--- src/hdl/fpa_pkg.sv ---
// Shared types, operation codes and constants for the Q24.8 fixed-point ALU.
`timescale 1ns / 1ps
`default_nettype none
package fpa_pkg;

	localparam int FRAC_BITS = 8;
	localparam int WORD_BITS = 32;
	localparam int QUO_BITS  = WORD_BITS + FRAC_BITS;
	localparam int PROD_BITS = 2 * WORD_BITS;
	localparam int Q_DEPTH   = 4;
	localparam int Q_PTR_W   = $clog2(Q_DEPTH);

	localparam logic [WORD_BITS-1:0] W_MAX = {1'b0, {(WORD_BITS-1){1'b1}}};
	localparam logic [WORD_BITS-1:0] W_MIN = {1'b1, {(WORD_BITS-1){1'b0}}};

	typedef enum logic [3:0] {
		OP_ADD      = 4'd0,
		OP_SUB      = 4'd1,
		OP_MUL      = 4'd2,
		OP_DIV      = 4'd3,
		OP_GT       = 4'd4,
		OP_LT       = 4'd5,
		OP_GE       = 4'd6,
		OP_LE       = 4'd7,
		OP_EQ       = 4'd8,
		OP_NE       = 4'd9,
		OP_MIN      = 4'd10,
		OP_MAX      = 4'd11,
		OP_INC      = 4'd12,
		OP_DEC      = 4'd13,
		OP_FROM_INT = 4'd14,
		OP_TO_INT   = 4'd15
	} op_t;

	// Work class decided by the front end
	typedef enum logic [1:0] {
		K_SIMPLE = 2'd0,
		K_MUL    = 2'd1,
		K_DIV    = 2'd2
	} kind_t;

	// Classified word held in the queue
	typedef struct packed {
		kind_t                kind;
		logic                 neg;
		logic [WORD_BITS-1:0] mag_a;
		logic [WORD_BITS-1:0] mag_b;
		logic [WORD_BITS-1:0] res;
		logic                 cmp;
		logic                 dbz;
		logic                 ovf;
	} item_t;

	// One stage of the execution pipeline
	typedef struct packed {
		logic [PROD_BITS-1:0] acc;
		logic [WORD_BITS-1:0] rem;
		logic [WORD_BITS-1:0] dsr;
		kind_t                kind;
		logic                 neg;
		logic                 cmp;
		logic                 dbz;
		logic                 ovf;
	} stage_t;

endpackage
`default_nettype wire

--- src/hdl/fpa_front.sv ---
// Front end: decodes the action and finishes every operation except multiply and divide by a nonzero divisor.
`timescale 1ns / 1ps
`default_nettype none
module fpa_front (
	input  wire logic [3:0]                   action,
	input  wire logic [fpa_pkg::WORD_BITS-1:0] operand_a,
	input  wire logic [fpa_pkg::WORD_BITS-1:0] operand_b,
	output fpa_pkg::item_t                     item
);

	localparam int W = fpa_pkg::WORD_BITS;
	localparam int F = fpa_pkg::FRAC_BITS;

	fpa_pkg::op_t op;
	logic         sub;
	logic [W-1:0] rhs;
	logic [W:0]   sum;
	logic         add_ovf;
	logic [W-1:0] add_res;
	logic         lt, gt, eq;
	logic         fi_ok;
	logic [W-1:0] fi_res;

	assign op = fpa_pkg::op_t'(action);

	// Shared saturating adder for add, sub, inc and dec
	assign sub = (op == fpa_pkg::OP_SUB) || (op == fpa_pkg::OP_DEC);
	assign rhs = ((op == fpa_pkg::OP_INC) || (op == fpa_pkg::OP_DEC)) ?
		W'(1) : operand_b;
	assign sum = sub ? ({operand_a[W-1], operand_a} - {rhs[W-1], rhs}) :
		({operand_a[W-1], operand_a} + {rhs[W-1], rhs});
	assign add_ovf = sum[W] != sum[W-1];
	assign add_res = add_ovf ? (operand_a[W-1] ? fpa_pkg::W_MIN : fpa_pkg::W_MAX) : sum[W-1:0];

	// Signed relations
	assign lt = $signed(operand_a) < $signed(operand_b);
	assign gt = $signed(operand_b) < $signed(operand_a);
	assign eq = operand_a == operand_b;

	// Integer to fixed fits when the top bits are pure sign
	assign fi_ok  = (&operand_a[W-1:W-1-F]) || ~(|operand_a[W-1:W-1-F]);
	assign fi_res = fi_ok ? {operand_a[W-1-F:0], {F{1'b0}}} :
		(operand_a[W-1] ? fpa_pkg::W_MIN : fpa_pkg::W_MAX);

	// Classify and fill the queue word
	always_comb begin
		item.kind  = fpa_pkg::K_SIMPLE;
		item.neg   = operand_a[W-1] ^ operand_b[W-1];
		item.mag_a = operand_a[W-1] ? (~operand_a + W'(1)) : operand_a;
		item.mag_b = operand_b[W-1] ? (~operand_b + W'(1)) : operand_b;
		item.res   = '0;
		item.cmp   = 1'b0;
		item.dbz   = 1'b0;
		item.ovf   = 1'b0;
		unique case (op)
			fpa_pkg::OP_ADD, fpa_pkg::OP_SUB,
			fpa_pkg::OP_INC, fpa_pkg::OP_DEC: begin
				item.res = add_res;
				item.ovf = add_ovf;
			end
			fpa_pkg::OP_MUL: item.kind = fpa_pkg::K_MUL;
			fpa_pkg::OP_DIV: begin
				if (operand_b == '0) begin
					item.dbz = 1'b1;
				end else begin
					item.kind = fpa_pkg::K_DIV;
				end
			end
			fpa_pkg::OP_GT: item.cmp = gt;
			fpa_pkg::OP_LT: item.cmp = lt;
			fpa_pkg::OP_GE: item.cmp = ~lt;
			fpa_pkg::OP_LE: item.cmp = ~gt;
			fpa_pkg::OP_EQ: item.cmp = eq;
			fpa_pkg::OP_NE: item.cmp = ~eq;
			fpa_pkg::OP_MIN: item.res = lt ? operand_a : operand_b;
			fpa_pkg::OP_MAX: item.res = gt ? operand_a : operand_b;
			fpa_pkg::OP_FROM_INT: begin
				item.res = fi_res;
				item.ovf = ~fi_ok;
			end
			fpa_pkg::OP_TO_INT: item.res = W'($signed(operand_a) >>> F);
			default: item.res = '0;
		endcase
	end

endmodule
`default_nettype wire

--- config.mk ---
export PLATFORM = sky130hd
export DESIGN_NAME = fpa_front
export DESIGN_NICKNAME = d
export VERILOG_FILES = /design/src/hdl/fpa_pkg.sv /design/src/hdl/fpa_front.sv
export SDC_FILE = /design/constraint.sdc
export NUM_CORES = 1
export LEC_CHECK = 0
export ABC_AREA = 1
export BUFFER_PORTS_ARGS = -buffer_cell sky130_fd_sc_hd__buf_2
export CAP_MARGIN = 0
export CORE_MARGIN = 2
export CORE_UTILIZATION = 40
export DETAILED_ROUTE_END_ITERATION = 12
export PLACE_DENSITY = 0.71
export SYNTH_ARGS = -nofsm -noshare
export SYNTH_HDL_FRONTEND = slang
export SYNTH_SLANG_ARGS = --single-unit
--- constraint.sdc ---
create_clock -name vclk -period 4.4
set_input_delay 0.22 -clock vclk [all_inputs]
set_output_delay 0.22 -clock vclk [all_outputs]
set_load 0.01 [all_outputs]
==> impl_metrics.env <==
export IMPL_arrival_ps=4030
export IMPL_die_w_um=147
export IMPL_cp_max_fo=6
export IMPL_synthCells=1603
export IMPL_cts_hold_buf=0
export IMPL_synth_cell_types=40
export IMPL_antenna_found_initial=0
export IMPL_first_iter_violations=1265
export IMPL_setup_viol=0
export IMPL_ios=170
export IMPL_vias=11400
export IMPL_peakVddDrop_mv=0.0885
export IMPL_stdcell_count=2026
export IMPL_die_area_mm2=0.0216
export IMPL_syn_to_final_growth_pct=18.6
export IMPL_synth_area_leaders="nand2_1 (20%), nand3_1 (12%), inv_1 (11%)"
export IMPL_synthTopCellsByCount="nand2_1 (439), inv_1 (232), nor2_1 (206), nand3_1 (199), xor2_1 (93)"
export IMPL_grt_overflow=0
export IMPL_crit_path_top_delay_cell="ha_2"
export IMPL_maxCapViolCount=0
export IMPL_postRouteAntennaNets=0
export IMPL_route_detailed_drc=0
export IMPL_core_mm2=0.0202
export IMPL_worst_pin_slew_ps=869
export IMPL_fillers=2273
export IMPL_drt_pass1_iterations=6
export IMPL_syn_cell_area_mm2=0.00817
export IMPL_place_inst=2020
export IMPL_drv_slew=0
export IMPL_yosys_area_top_type="nand2_1"
export IMPL_initial_utilization_pct=40.5
export IMPL_power_density_mw_per_mm2=171
export IMPL_period_minus_slack_ps=4250
export IMPL_crit_required_ps=4180
export IMPL_critPathLaunchType="input pin"
export IMPL_port_buffer_count=170
export IMPL_synth_nets=1739
export IMPL_syn_avg_cell_area_um2=5.10
export IMPL_max_clock_freq_ghz=0.235
export IMPL_status="completed"
export IMPL_critPathCaptureType="output port"
export IMPL_die_height_um=147
export IMPL_n_antenna_cell=0
export IMPL_vias_per_cell=5.61
export IMPL_detail_route_wl_per_cell_um=18.5
export IMPL_track_usage_pct=32.8
export IMPL_fin_nets=1894
export IMPL_grt_pass1_vias=10300
export IMPL_relSlewSlack_pct=42.0
export IMPL_seq_cells=0
export IMPL_grt_pass1_wl_mm=56.3
export IMPL_max_stage_delay_ps=380
export IMPL_place_gp_congestion=1.01
export IMPL_crit_type="in2out"
export IMPL_final_hold_viol_count=0
export IMPL_p_leak_uw=0.00556
export IMPL_n_clock_buffer=0
export IMPL_synth_most_common_cell="nand2_1"
export IMPL_grt_start_max_net_pins=64
export IMPL_drt_total_wl_mm=37.5
export IMPL_period_share_pct=96.6
export IMPL_dp_hpwl_mm=29.8
export IMPL_seqCellArea_um2=0
export IMPL_setup_tns_final_ps=0
export IMPL_placementRows=52
export IMPL_synth_top_cell_area_share_pct=20.2
export IMPL_hold_class="in2out"
export IMPL_critPathMostFrequentCell="nand2_1"
export IMPL_yosysSeqAreaShare_pct=0
export IMPL_ys_warn_count=0
export IMPL_layout_drive_gt1_share_pct=17.3
## through the flow
stage	worst slack [ps]	hold WS, ps	power [uW]	utilization [%]	area [um2]
after floorplan	426	520	1020	-	8170
after CTS	35.2	704	1540	46.4	9360
after detailed placement	60.9	704	1530	46.4	9360
after global routing	-41.8	716	1800	48.1	9690
final	149	705	1660	48.1	9690
after global placement	98.3	698	1520	46.4	9360
## layout make-up
class	count	area (um2)	share of cell area, %
Tap cell	270	338	3.49
Multi-Input combinational cell	1296	7150	73.8
Inverter	243	912	9.41
Timing Repair Buffer	217	1290	13.3
## worst paths after layout
kind	startpoint	to	slack [ps]	depth (start not counted)
worst min-delay path	operand_a[0]	item[67]	710	2
worst max-delay path	operand_b[2]	item[20]	150	26
## layout by cell type, fill, tap and decap left out, types with 3 or more instances in the layout
cell type and instances:
a21oi_1 50, a21oi_2 9, a22oi_1 16, a31oi_1 4
buf_12 3, buf_2 170, buf_4 41, clkbuf_16 3
clkinv_1 5, ha_1 59, ha_2 5, ha_4 3
inv_1 229, inv_2 9, nand2_1 428, nand2_2 22
nand3_1 197, nand3_2 7, nand3_4 4, nand3b_1 9
nand4_1 49, nor2_1 198, nor2_2 7, nor2_4 4
nor3_1 15, nor4_1 10, o21a_1 5, o21ai_0 50
o21ai_1 8, o21bai_1 9, or2_2 3, xnor2_1 14
xor2_1 88, xor2_2 5
## logic make-up after synthesis
group | after synthesis | synth area share (%)
and+or+nand+nor | 960 | 51.4
xor gates and xnor gates | 107 | 11.5
adders and majority gates | 68 | 10.5
AOI/OAI and AO/OA | 161 | 11.2
buffers and inverters | 307 | 15.5
## power by group
| part | internal (uW) | total [uW] | switching, uW |
|---|---|---|---|
| combinational | 592 | 1660 | 1060 |
| clock | 0 | 0 | 0 |
| sequential | 0 | 0 | 0 |
| total | 592 | 1660 | 1060 |
## metal layers
metal  up-vias  share of wire, %  GRT usage (%)
met5         -                 0              0
met4         0               6.4           17.6
met3       118               8.8           2.08
met2       659                45           53.8
met1      5137                40           43.1
li1       5459                 -              -
## worst max-delay path: cells and delay by family
kind	cells	cell delay (ps)
and+or+nand+nor	16	1890
adders and majority gates	1	380
xor gates and xnor gates	1	310
AOI/OAI and AO/OA	3	500
buffers and inverters	5	700
## timing repair
item	4_1_cts	5_1_grt
gates resized for setup	0	59
endpoints found under the setup margin	0	33
setup buffers	0	3
No activity file was read; power rests on OpenSTA's default activity.
