==> src/hdl/fpa_pkg.sv <==
// Shared types, operation codes and constants for the Q24.8 fixed-point ALU.
`timescale 1ns / 1ps
`default_nettype none
package fpa_pkg;

	localparam int FRAC_BITS = 8;
	localparam int WORD_BITS = 32;
	localparam int QUO_BITS  = WORD_BITS + FRAC_BITS;
	localparam int PROD_BITS = 2 * WORD_BITS;
	localparam int Q_DEPTH   = 4;
	localparam int Q_PTR_W   = $clog2(Q_DEPTH);

	localparam logic [WORD_BITS-1:0] W_MAX = {1'b0, {(WORD_BITS-1){1'b1}}};
	localparam logic [WORD_BITS-1:0] W_MIN = {1'b1, {(WORD_BITS-1){1'b0}}};

	typedef enum logic [3:0] {
		OP_ADD      = 4'd0,
		OP_SUB      = 4'd1,
		OP_MUL      = 4'd2,
		OP_DIV      = 4'd3,
		OP_GT       = 4'd4,
		OP_LT       = 4'd5,
		OP_GE       = 4'd6,
		OP_LE       = 4'd7,
		OP_EQ       = 4'd8,
		OP_NE       = 4'd9,
		OP_MIN      = 4'd10,
		OP_MAX      = 4'd11,
		OP_INC      = 4'd12,
		OP_DEC      = 4'd13,
		OP_FROM_INT = 4'd14,
		OP_TO_INT   = 4'd15
	} op_t;

	// Work class decided by the front end
	typedef enum logic [1:0] {
		K_SIMPLE = 2'd0,
		K_MUL    = 2'd1,
		K_DIV    = 2'd2
	} kind_t;

	// Classified word held in the queue
	typedef struct packed {
		kind_t                kind;
		logic                 neg;
		logic [WORD_BITS-1:0] mag_a;
		logic [WORD_BITS-1:0] mag_b;
		logic [WORD_BITS-1:0] res;
		logic                 cmp;
		logic                 dbz;
		logic                 ovf;
	} item_t;

	// One stage of the execution pipeline
	typedef struct packed {
		logic [PROD_BITS-1:0] acc;
		logic [WORD_BITS-1:0] rem;
		logic [WORD_BITS-1:0] dsr;
		kind_t                kind;
		logic                 neg;
		logic                 cmp;
		logic                 dbz;
		logic                 ovf;
	} stage_t;

endpackage
`default_nettype wire

==> src/hdl/fpa_queue.sv <==
// Short queue of classified words between front end and execution pipeline.
`timescale 1ns / 1ps
`default_nettype none
module fpa_queue (
	input  wire logic  clk,
	input  wire logic  arst_n,
	input  wire logic  push_valid,
	output logic       push_ready,
	input  wire fpa_pkg::item_t push_data,
	input  wire logic  pop_en,
	output logic       pop_valid,
	output fpa_pkg::item_t pop_data
);

	localparam int D  = fpa_pkg::Q_DEPTH;
	localparam int PW = fpa_pkg::Q_PTR_W;

	fpa_pkg::item_t mem_q [D];
	logic [PW-1:0]  wr_q, rd_q;
	logic [PW:0]    cnt_q;
	logic           push, pop;

	assign push_ready = cnt_q != (PW+1)'(D);
	assign pop_valid  = cnt_q != '0;
	assign push       = push_valid && push_ready;
	assign pop        = pop_en && pop_valid;
	assign pop_data   = mem_q[rd_q];

	// Storage
	always_ff @(posedge clk) begin
		if (push) begin
			mem_q[wr_q] <= push_data;
		end
	end

	// Pointers and fill count
	always_ff @(posedge clk or negedge arst_n) begin
		if (!arst_n) begin
			wr_q  <= '0;
			rd_q  <= '0;
			cnt_q <= '0;
		end else begin
			if (push) wr_q <= (wr_q == PW'(D-1)) ? '0 : wr_q + PW'(1);
			if (pop) rd_q <= (rd_q == PW'(D-1)) ? '0 : rd_q + PW'(1);
			cnt_q <= cnt_q + (PW+1)'(push) - (PW+1)'(pop);
		end
	end

	assert property (@(posedge clk) disable iff (!arst_n) cnt_q <= (PW+1)'(D))
		else $error("queue fill count past depth");
	assert property (@(posedge clk) disable iff (!arst_n)
		(cnt_q == '0) |-> !pop)
		else $error("pop from empty queue");
	assert property (@(posedge clk) disable iff (!arst_n)
		(push && !pop) |=> (cnt_q == $past(cnt_q) + (PW+1)'(1)))
		else $error("queue count missed a push");

endmodule
`default_nettype wire

==> config.mk <==
export PLATFORM = sky130hd
export DESIGN_NAME = fpa_queue
export DESIGN_NICKNAME = d
export VERILOG_FILES = /design/src/hdl/fpa_pkg.sv /design/src/hdl/fpa_queue.sv
export SDC_FILE = /design/constraint.sdc
export NUM_CORES = 1
export LEC_CHECK = 0
export BUFFER_PORTS_ARGS = -buffer_cell sky130_fd_sc_hd__buf_2
export CAP_MARGIN = 20
export CORE_UTILIZATION = 45
export CTS_BUF_LIST = sky130_fd_sc_hd__clkbuf_8
export CTS_CLUSTER_DIAMETER = 120
export DETAILED_ROUTE_END_ITERATION = 6
export GPL_TIMING_DRIVEN = 0
export PLACE_DENSITY_LB_ADDON = 0.25
export SYNTH_ARGS = -nofsm -noshare
export SYNTH_HDL_FRONTEND = slang
export SYNTH_SLANG_ARGS = --single-unit
==> constraint.sdc <==
create_clock -name clk -period 3 [get_ports clk]
set_clock_uncertainty 0.1 [all_clocks]
set_input_delay 0.15 -clock clk [delete_from_list [all_inputs] [get_ports clk]]
set_output_delay 0.15 -clock clk [all_outputs]
set_load 0.01 [all_outputs]
==> results.json, run 1 <==
{
  "cp_max_fo": 10,
  "grt_max_degree": 45,
  "synth_area_leader_cell": "sky130_fd_sc_hd__edfxtp_1",
  "postSynthAreaPerCell_sq_um": 26.55,
  "critical-path-slowest-cell": "sky130_fd_sc_hd__dfrtp_1",
  "cts_made_buffers": 68,
  "max_cap_viol_count": 0,
  "achievable-frequency_mhz": 385.9,
  "layout.nets": 1078,
  "cts-root-to-sink-buffers": 3,
  "fin_area_sq_um": 19300,
  "place_area_sq_um": 16990,
  "crit_path_top_cell_by_count": "sky130_fd_sc_hd__buf_2",
  "antenna_found_initial": 1,
  "die-width_um": 185.6,
  "min_period_ns": 2.591,
  "post_synth_inst_count": 571,
  "max_slew.worst_pin.slew_ns": 0.6529,
  "numClockSinks": 415,
  "grt_overflow_total": 0,
  "detail_route.vias_per_cell": 5.022,
  "die_h_um": 185.6,
  "timing.critical_path.required_ns": 2.75,
  "endpoint_kind": "primary output",
  "hold_viol": 0,
  "most_common_cell_after_layout_fill_and_taps_aside": "sky130_fd_sc_hd__edfxtp_1",
  "synth.top_cell.area_share": 0.8081,
  "dpl.hpwl_um": 17510,
  "startpoint_type": "flip-flop",
  "criticalPathCategory": "flip-flop to primary output",
  "share_of_cells_above_drive_strength_1": 0.4328,
  "outcome": "complete, no violations",
  "vias_in_the_first_global_route": 8228,
  "hp-class": "input pin to flip-flop",
  "totalWireLength_um": 28470,
  "totalPowerFinal_mw": 17.95,
  "vias": 7307,
  "grt_use_total": 0.1717,
  "design.portCount": 210,
  "io_buffer_count": 209,
  "worst_endpoint_data_arrival_time_ns": 2.34,
  "clock-root-buffer": "sky130_fd_sc_hd__clkbuf_8",
  "crit_path_cell_trace": "buf_2 -> buf_2 -> mux4_2 -> buf_2",
  "synth-seq-cells": 415,
  "power_leakage_nw": 6.766,
  "synth.yosys.warnings": 0,
  "fp.dieArea_sq_um": 34430,
  "clock_insertion_delay_worst_skew_ns": 0.56,
  "syn_area_sq_um": 15160,
  "post_drt_wl_per_cell_um": 19.57,
  "final_min_period_over_clock_period": 0.8637,
  "placement_rows": 66,
  "layout-area-overhead-vs-synth_pct": 27.29,
  "synth.lib_cells_used.distinct": 19,
  "layout.cells.most_common_list": "408 x sky130_fd_sc_hd__edfxtp_1, 218 x sky130_fd_sc_hd__buf_2, 106 x sky130_fd_sc_hd__dlygate4sd3_1, 102 x sky130_fd_sc_hd__mux4_2, 72 x sky130_fd_sc_hd__clkbuf_8",
  "holdWs_ns": 0.2296,
  "htree_num_levels": 3,
  "vdd_ir_drop_max_mv": 0.7585,
  "initial_utilization": 0.4613,
  "seq_area_frac_synth": 0.8196,
  "initial_drc_count": 357,
  "slowest_delay_ns": 0.51,
  "power.density_cell_area_nw_per_um2": 930.1,
  "antenna_violating_nets_post_route": 0,
  "placeableCoreArea_sq_um": 32870,
  "cts_tree": "built",
  "rsz_0062_raised_after_global_routing": "no",
  "cts.clk_slew.worst_paths_ns": 0.06,
  "drt_drc_violations_left": 0,
  "setup_violations": 0,
  "finalWeightedCongestion": 0.7397,
  "worst_slew_margin_rel": 0.5647,
  "postSynthNetCount": 685,
  "ys_top_cells_by_area": "sky130_fd_sc_hd__edfxtp_1 81%, sky130_fd_sc_hd__mux4_2 15%, sky130_fd_sc_hd__dfrtp_1 1.2%",
  "dr.pass1.iters": 5,
  "maxSlewViolCount": 0,
  "grt_first_pass_wirelength_um": 44060
}
-- power by group --
group / internal, mW / switching (mW) / leakage [nW] / total (mW)
Combinational: 2.64 / 2.91 / 2.25 / 5.55
Sequential: 7.65 / 0.258 / 3.82 / 7.91
Clock: 2.40 / 2.09 / 0.695 / 4.49
Total: 12.7 / 5.26 / 6.77 / 17.9
-- worst paths after layout --
check                              start      endpoint  slack (ns)  depth (start not counted)
setup / recovery                 rd_q[1]  pop_data[36]        0.41                          4
hold / removal             push_data[86]  mem_q[0][86]        0.23                          2
setup reg to reg                cnt_q[1]      cnt_q[2]        0.50                         10
hold reg to reg                 cnt_q[2]      cnt_q[2]        0.41                          1
max in group asynchronous         arst_n      cnt_q[1]        2.08                          3
min in group asynchronous         arst_n       wr_q[0]        0.45                          3
-- logic make-up (layout without fill, tap and decap cells) --
group	after synthesis	count (layout)	synth area share
DFF	415	415	0.8196
muxes	106	106	0.1550
buffers and inverters	30	471	0.01263
and+or+nand+nor	10	10	0.004539
adders and majority gates	8	8	0.007097
xor gates and xnor gates	2	2	0.001156
other	0	1	0
-- flip-flops by register name, summed over array words and instances (netlist names) --
name,flops
mem_q,408
wr_q,2
rd_q,2
cnt_q,3
-- synth_stat cells --
cell                       number
sky130_fd_sc_hd__buf_2          9
sky130_fd_sc_hd__buf_6          7
sky130_fd_sc_hd__mux4_2       102
sky130_fd_sc_hd__or3_2          1
sky130_fd_sc_hd__xnor2_1        2
sky130_fd_sc_hd__inv_1          7
sky130_fd_sc_hd__and2_4         1
sky130_fd_sc_hd__fa_1           1
sky130_fd_sc_hd__nor2_1         2
sky130_fd_sc_hd__and3_2         4
sky130_fd_sc_hd__edfxtp_1     408
sky130_fd_sc_hd__nand2_1        1
sky130_fd_sc_hd__buf_4          4
sky130_fd_sc_hd__mux2_4         2
sky130_fd_sc_hd__ha_1           7
sky130_fd_sc_hd__dfrtp_1        7
sky130_fd_sc_hd__or3b_4         1
sky130_fd_sc_hd__mux2_2         2
sky130_fd_sc_hd__buf_1          3
-- stage by stage --
step	worst slack, ns	instances	util	TNS (ns)
2_1_floorplan	0.5138	571	-	0
3_3_place_gp	-0.4156	1222	0.5100	-160.39
3_5_place_dp	0.4921	1230	0.5169	0
4_1_cts	0.3077	1454	0.5871	0
5_1_grt	0.2935	1455	0.5872	0
6_report	0.4088	1455	0.5872	0
-- cell type report --
| cell class | count | area (sq um) |
|---|---|---|
| clock buffers | 72 | 991.0 |
| multi-input cells | 126 | 2559 |
| inverters | 7 | 26.28 |
| well taps | 442 | 553.0 |
| diodes | 1 | 2.502 |
| flip-flops and latches | 415 | 12430 |
| fillers | 2463 | 13570 |
| plain buffers | 23 | 165.2 |
| repair buffers | 323 | 2320 |
| clock inverters | 46 | 256.5 |
-- layer usage --
metal,wire [um],global-route usage
met4,452,0.05377
met5,0,0
met3,2092,0.05068
met1,11800,0.2151
met2,14130,0.2884
-- worst max-delay path, delay by kind of cell, from the launching register on --
kind	cells	cell delay [ns]
buffers and inverters	3	0.90
flip-flops	1	0.51
multiplexers	1	0.37
-- repair_timing --
action                    4_1_cts  5_1_grt
hold buffers                  106        0
resized for setup               0        0
hold endpoints to repair      419        0
setup buffers                   0        0
(Power assumes the default switching activity.)
==> run 2: changes to the inputs <==
- CTS_BUF_LIST: sky130_fd_sc_hd__clkbuf_8 -> not set
==> run 2 against run 1 <==
  * Fmax up 2.9%
  * Via count down 1.1%
  * Clock power grew 6.5%
  * Largest cell class unchanged
  * Routed wire length down 0.94%
  * Critical path type unchanged
==> results.json, run 2 (same netlist as run 1, synthesis figures left out) <==
{
  "layout-area-overhead-vs-synth_pct": 27.32,
  "final_min_period_over_clock_period": 0.8393,
  "slowest_delay_ns": 0.49,
  "totalPowerFinal_mw": 18.24,
  "cp_max_fo": 10,
  "cts.clk_slew.worst_paths_ns": 0.06,
  "design.portCount": 210,
  "achievable-frequency_mhz": 397.2,
  "endpoint_kind": "primary output",
  "dp_slack_ns": 0.4921,
  "clock-root-buffer": "sky130_fd_sc_hd__clkbuf_16",
  "largest_reg_flops": 408,
  "startpoint_type": "flip-flop",
  "largestRegisters": "mem_q x408, cnt_q x3",
  "fp.dieArea_sq_um": 34430,
  "cts_tree": "built",
  "vias": 7223,
  "numClockSinks": 415,
  "top_register": "mem_q",
  "clock_insertion_delay_worst_skew_ns": 0.52,
  "diodes": 0,
  "initial_drc_count": 368,
  "most_common_cell_after_layout_fill_and_taps_aside": "sky130_fd_sc_hd__edfxtp_1",
  "layout.nets": 1051,
  "cts_made_buffers": 41,
  "power_leakage_nw": 6.675,
  "crit_path_top_cell_by_count": "sky130_fd_sc_hd__buf_2",
  "grt_max_degree": 45,
  "antenna_found_initial": 0,
  "vdd_ir_drop_max_mv": 0.7582,
  "grt_overflow_total": 0,
  "die_h_um": 185.6,
  "worst_slew_margin_rel": 0.5718,
  "totalWireLength_um": 28210,
  "post_drt_wl_per_cell_um": 20.05,
  "crit_path_cell_trace": "buf_2 -> buf_2 -> mux4_2 -> buf_2",
  "post_cts.repair.setup_buffers": 0,
  "share_of_cells_above_drive_strength_1": 0.4155,
  "max_slew.worst_pin.slew_ns": 0.6423,
  "finalWeightedCongestion": 0.7397,
  "power.density_cell_area_nw_per_um2": 944.9,
  "timing.critical_path.required_ns": 2.75,
  "min_period_ns": 2.518,
  "htree_num_levels": 2,
  "dpl.hpwl_um": 17510,
  "criticalPathCategory": "flip-flop to primary output",
  "grt_use_total": 0.1691,
  "drt_drc_violations_left": 0,
  "timing.final.ws_setup_ns": 0.4821,
  "grt_first_pass_wirelength_um": 43540,
  "detail_route.vias_per_cell": 5.134,
  "max_cap_viol_count": 0,
  "io_buffer_count": 209,
  "initial_utilization": 0.4613,
  "hp-class": "input pin to flip-flop",
  "die-width_um": 185.6,
  "maxSlewViolCount": 0,
  "outcome": "complete, no violations",
  "placement_rows": 66,
  "placeableCoreArea_sq_um": 32870,
  "critical-path-slowest-cell": "sky130_fd_sc_hd__dfrtp_1",
  "cts-root-to-sink-buffers": 3,
  "worst_endpoint_data_arrival_time_ns": 2.27,
  "antenna_violating_nets_post_route": 0,
  "hold_viol": 0,
  "rsz_0062_raised_after_global_routing": "no",
  "dr.pass1.iters": 4,
  "vias_in_the_first_global_route": 7893,
  "setup_violations": 0,
  "layout.cells.most_common_list": "408 x sky130_fd_sc_hd__edfxtp_1, 218 x sky130_fd_sc_hd__buf_2, 106 x sky130_fd_sc_hd__dlygate4sd3_1, 102 x sky130_fd_sc_hd__mux4_2, 41 x sky130_fd_sc_hd__clkbuf_16"
}
-- run 2: cell types whose count changed in the layout (fill, tap and decap cells not counted), sizes merged --
cell    delta
inv       -15
clkbuf    -18
bufinv     +1
diode      -1
clkinv    -15
-- run 2: final timing paths --
kind,startpoint,to,slack (ns),cells past startpoint
max in group asynchronous,arst_n,cnt_q[1],2.04,3
worst min register to register,cnt_q[2],cnt_q[2],0.41,1
worst max-delay path,rd_q[1],pop_data[36],0.48,4
min in group asynchronous,arst_n,wr_q[0],0.50,3
worst max register to register,cnt_q[1],cnt_q[2],0.48,10
worst min-delay path,push_data[86],mem_q[1][86],0.27,2
-- run 2: where the power goes --
part,internal [mW],total (mW),switching [mW],leakage [nW]
Combinational,2.64,5.55,2.91,2.25
Clock,2.78,4.78,2.00,0.604
Sequential,7.65,7.91,0.259,3.82
Total,13.1,18.2,5.17,6.68
-- run 2: area by class of cell --
class	instances	area, sq um
inverter	7	26.28
timing repair buffer	323	2320
buffer	23	165.2
sequential	415	12430
multi-input combinational	126	2559
clock buffer	54	1075
fill	2444	13560
tap	442	553.0
clock inverter	17	180.2
-- run 2: critical path: cells and delay by family (launching register included) --
family | cells | cell delay, ns
buf+inv | 3 | 0.88
mux | 1 | 0.37
flops | 1 | 0.49
-- run 2: stage by stage --
stage | cell area [sq um] | TNS, ns | hold slack [ns] | std cells | utilization
2_1_floorplan | 15160 | 0 | -0.2456 | 571 | -
3_3_place_gp | 16760 | -160.39 | -0.1142 | 1222 | 0.5100
3_5_place_dp | 16990 | 0 | -0.09983 | 1230 | 0.5169
5_1_grt | 19300 | 0 | 0.2522 | 1407 | 0.5874
6_report | 19300 | 0 | 0.2656 | 1407 | 0.5874
4_1_cts | 19300 | 0 | 0.2410 | 1407 | 0.5874
-- run 2: layer usage --
| layer | vias to the layer above | global-route usage | routed length [um] |
|---|---|---|---|
| met5 | - | 0 | 0 |
| met4 | 0 | 0.05082 | 643 |
| met3 | 57 | 0.04109 | 1855 |
| met2 | 227 | 0.2854 | 13900 |
| met1 | 3733 | 0.2177 | 11800 |
| li1 | 3206 | - | - |
-- run 2: timing repair --
item                      4_1_cts  5_1_grt
hold endpoints to repair      419        0
gates resized for setup         0        0
hold buffers                  106        0
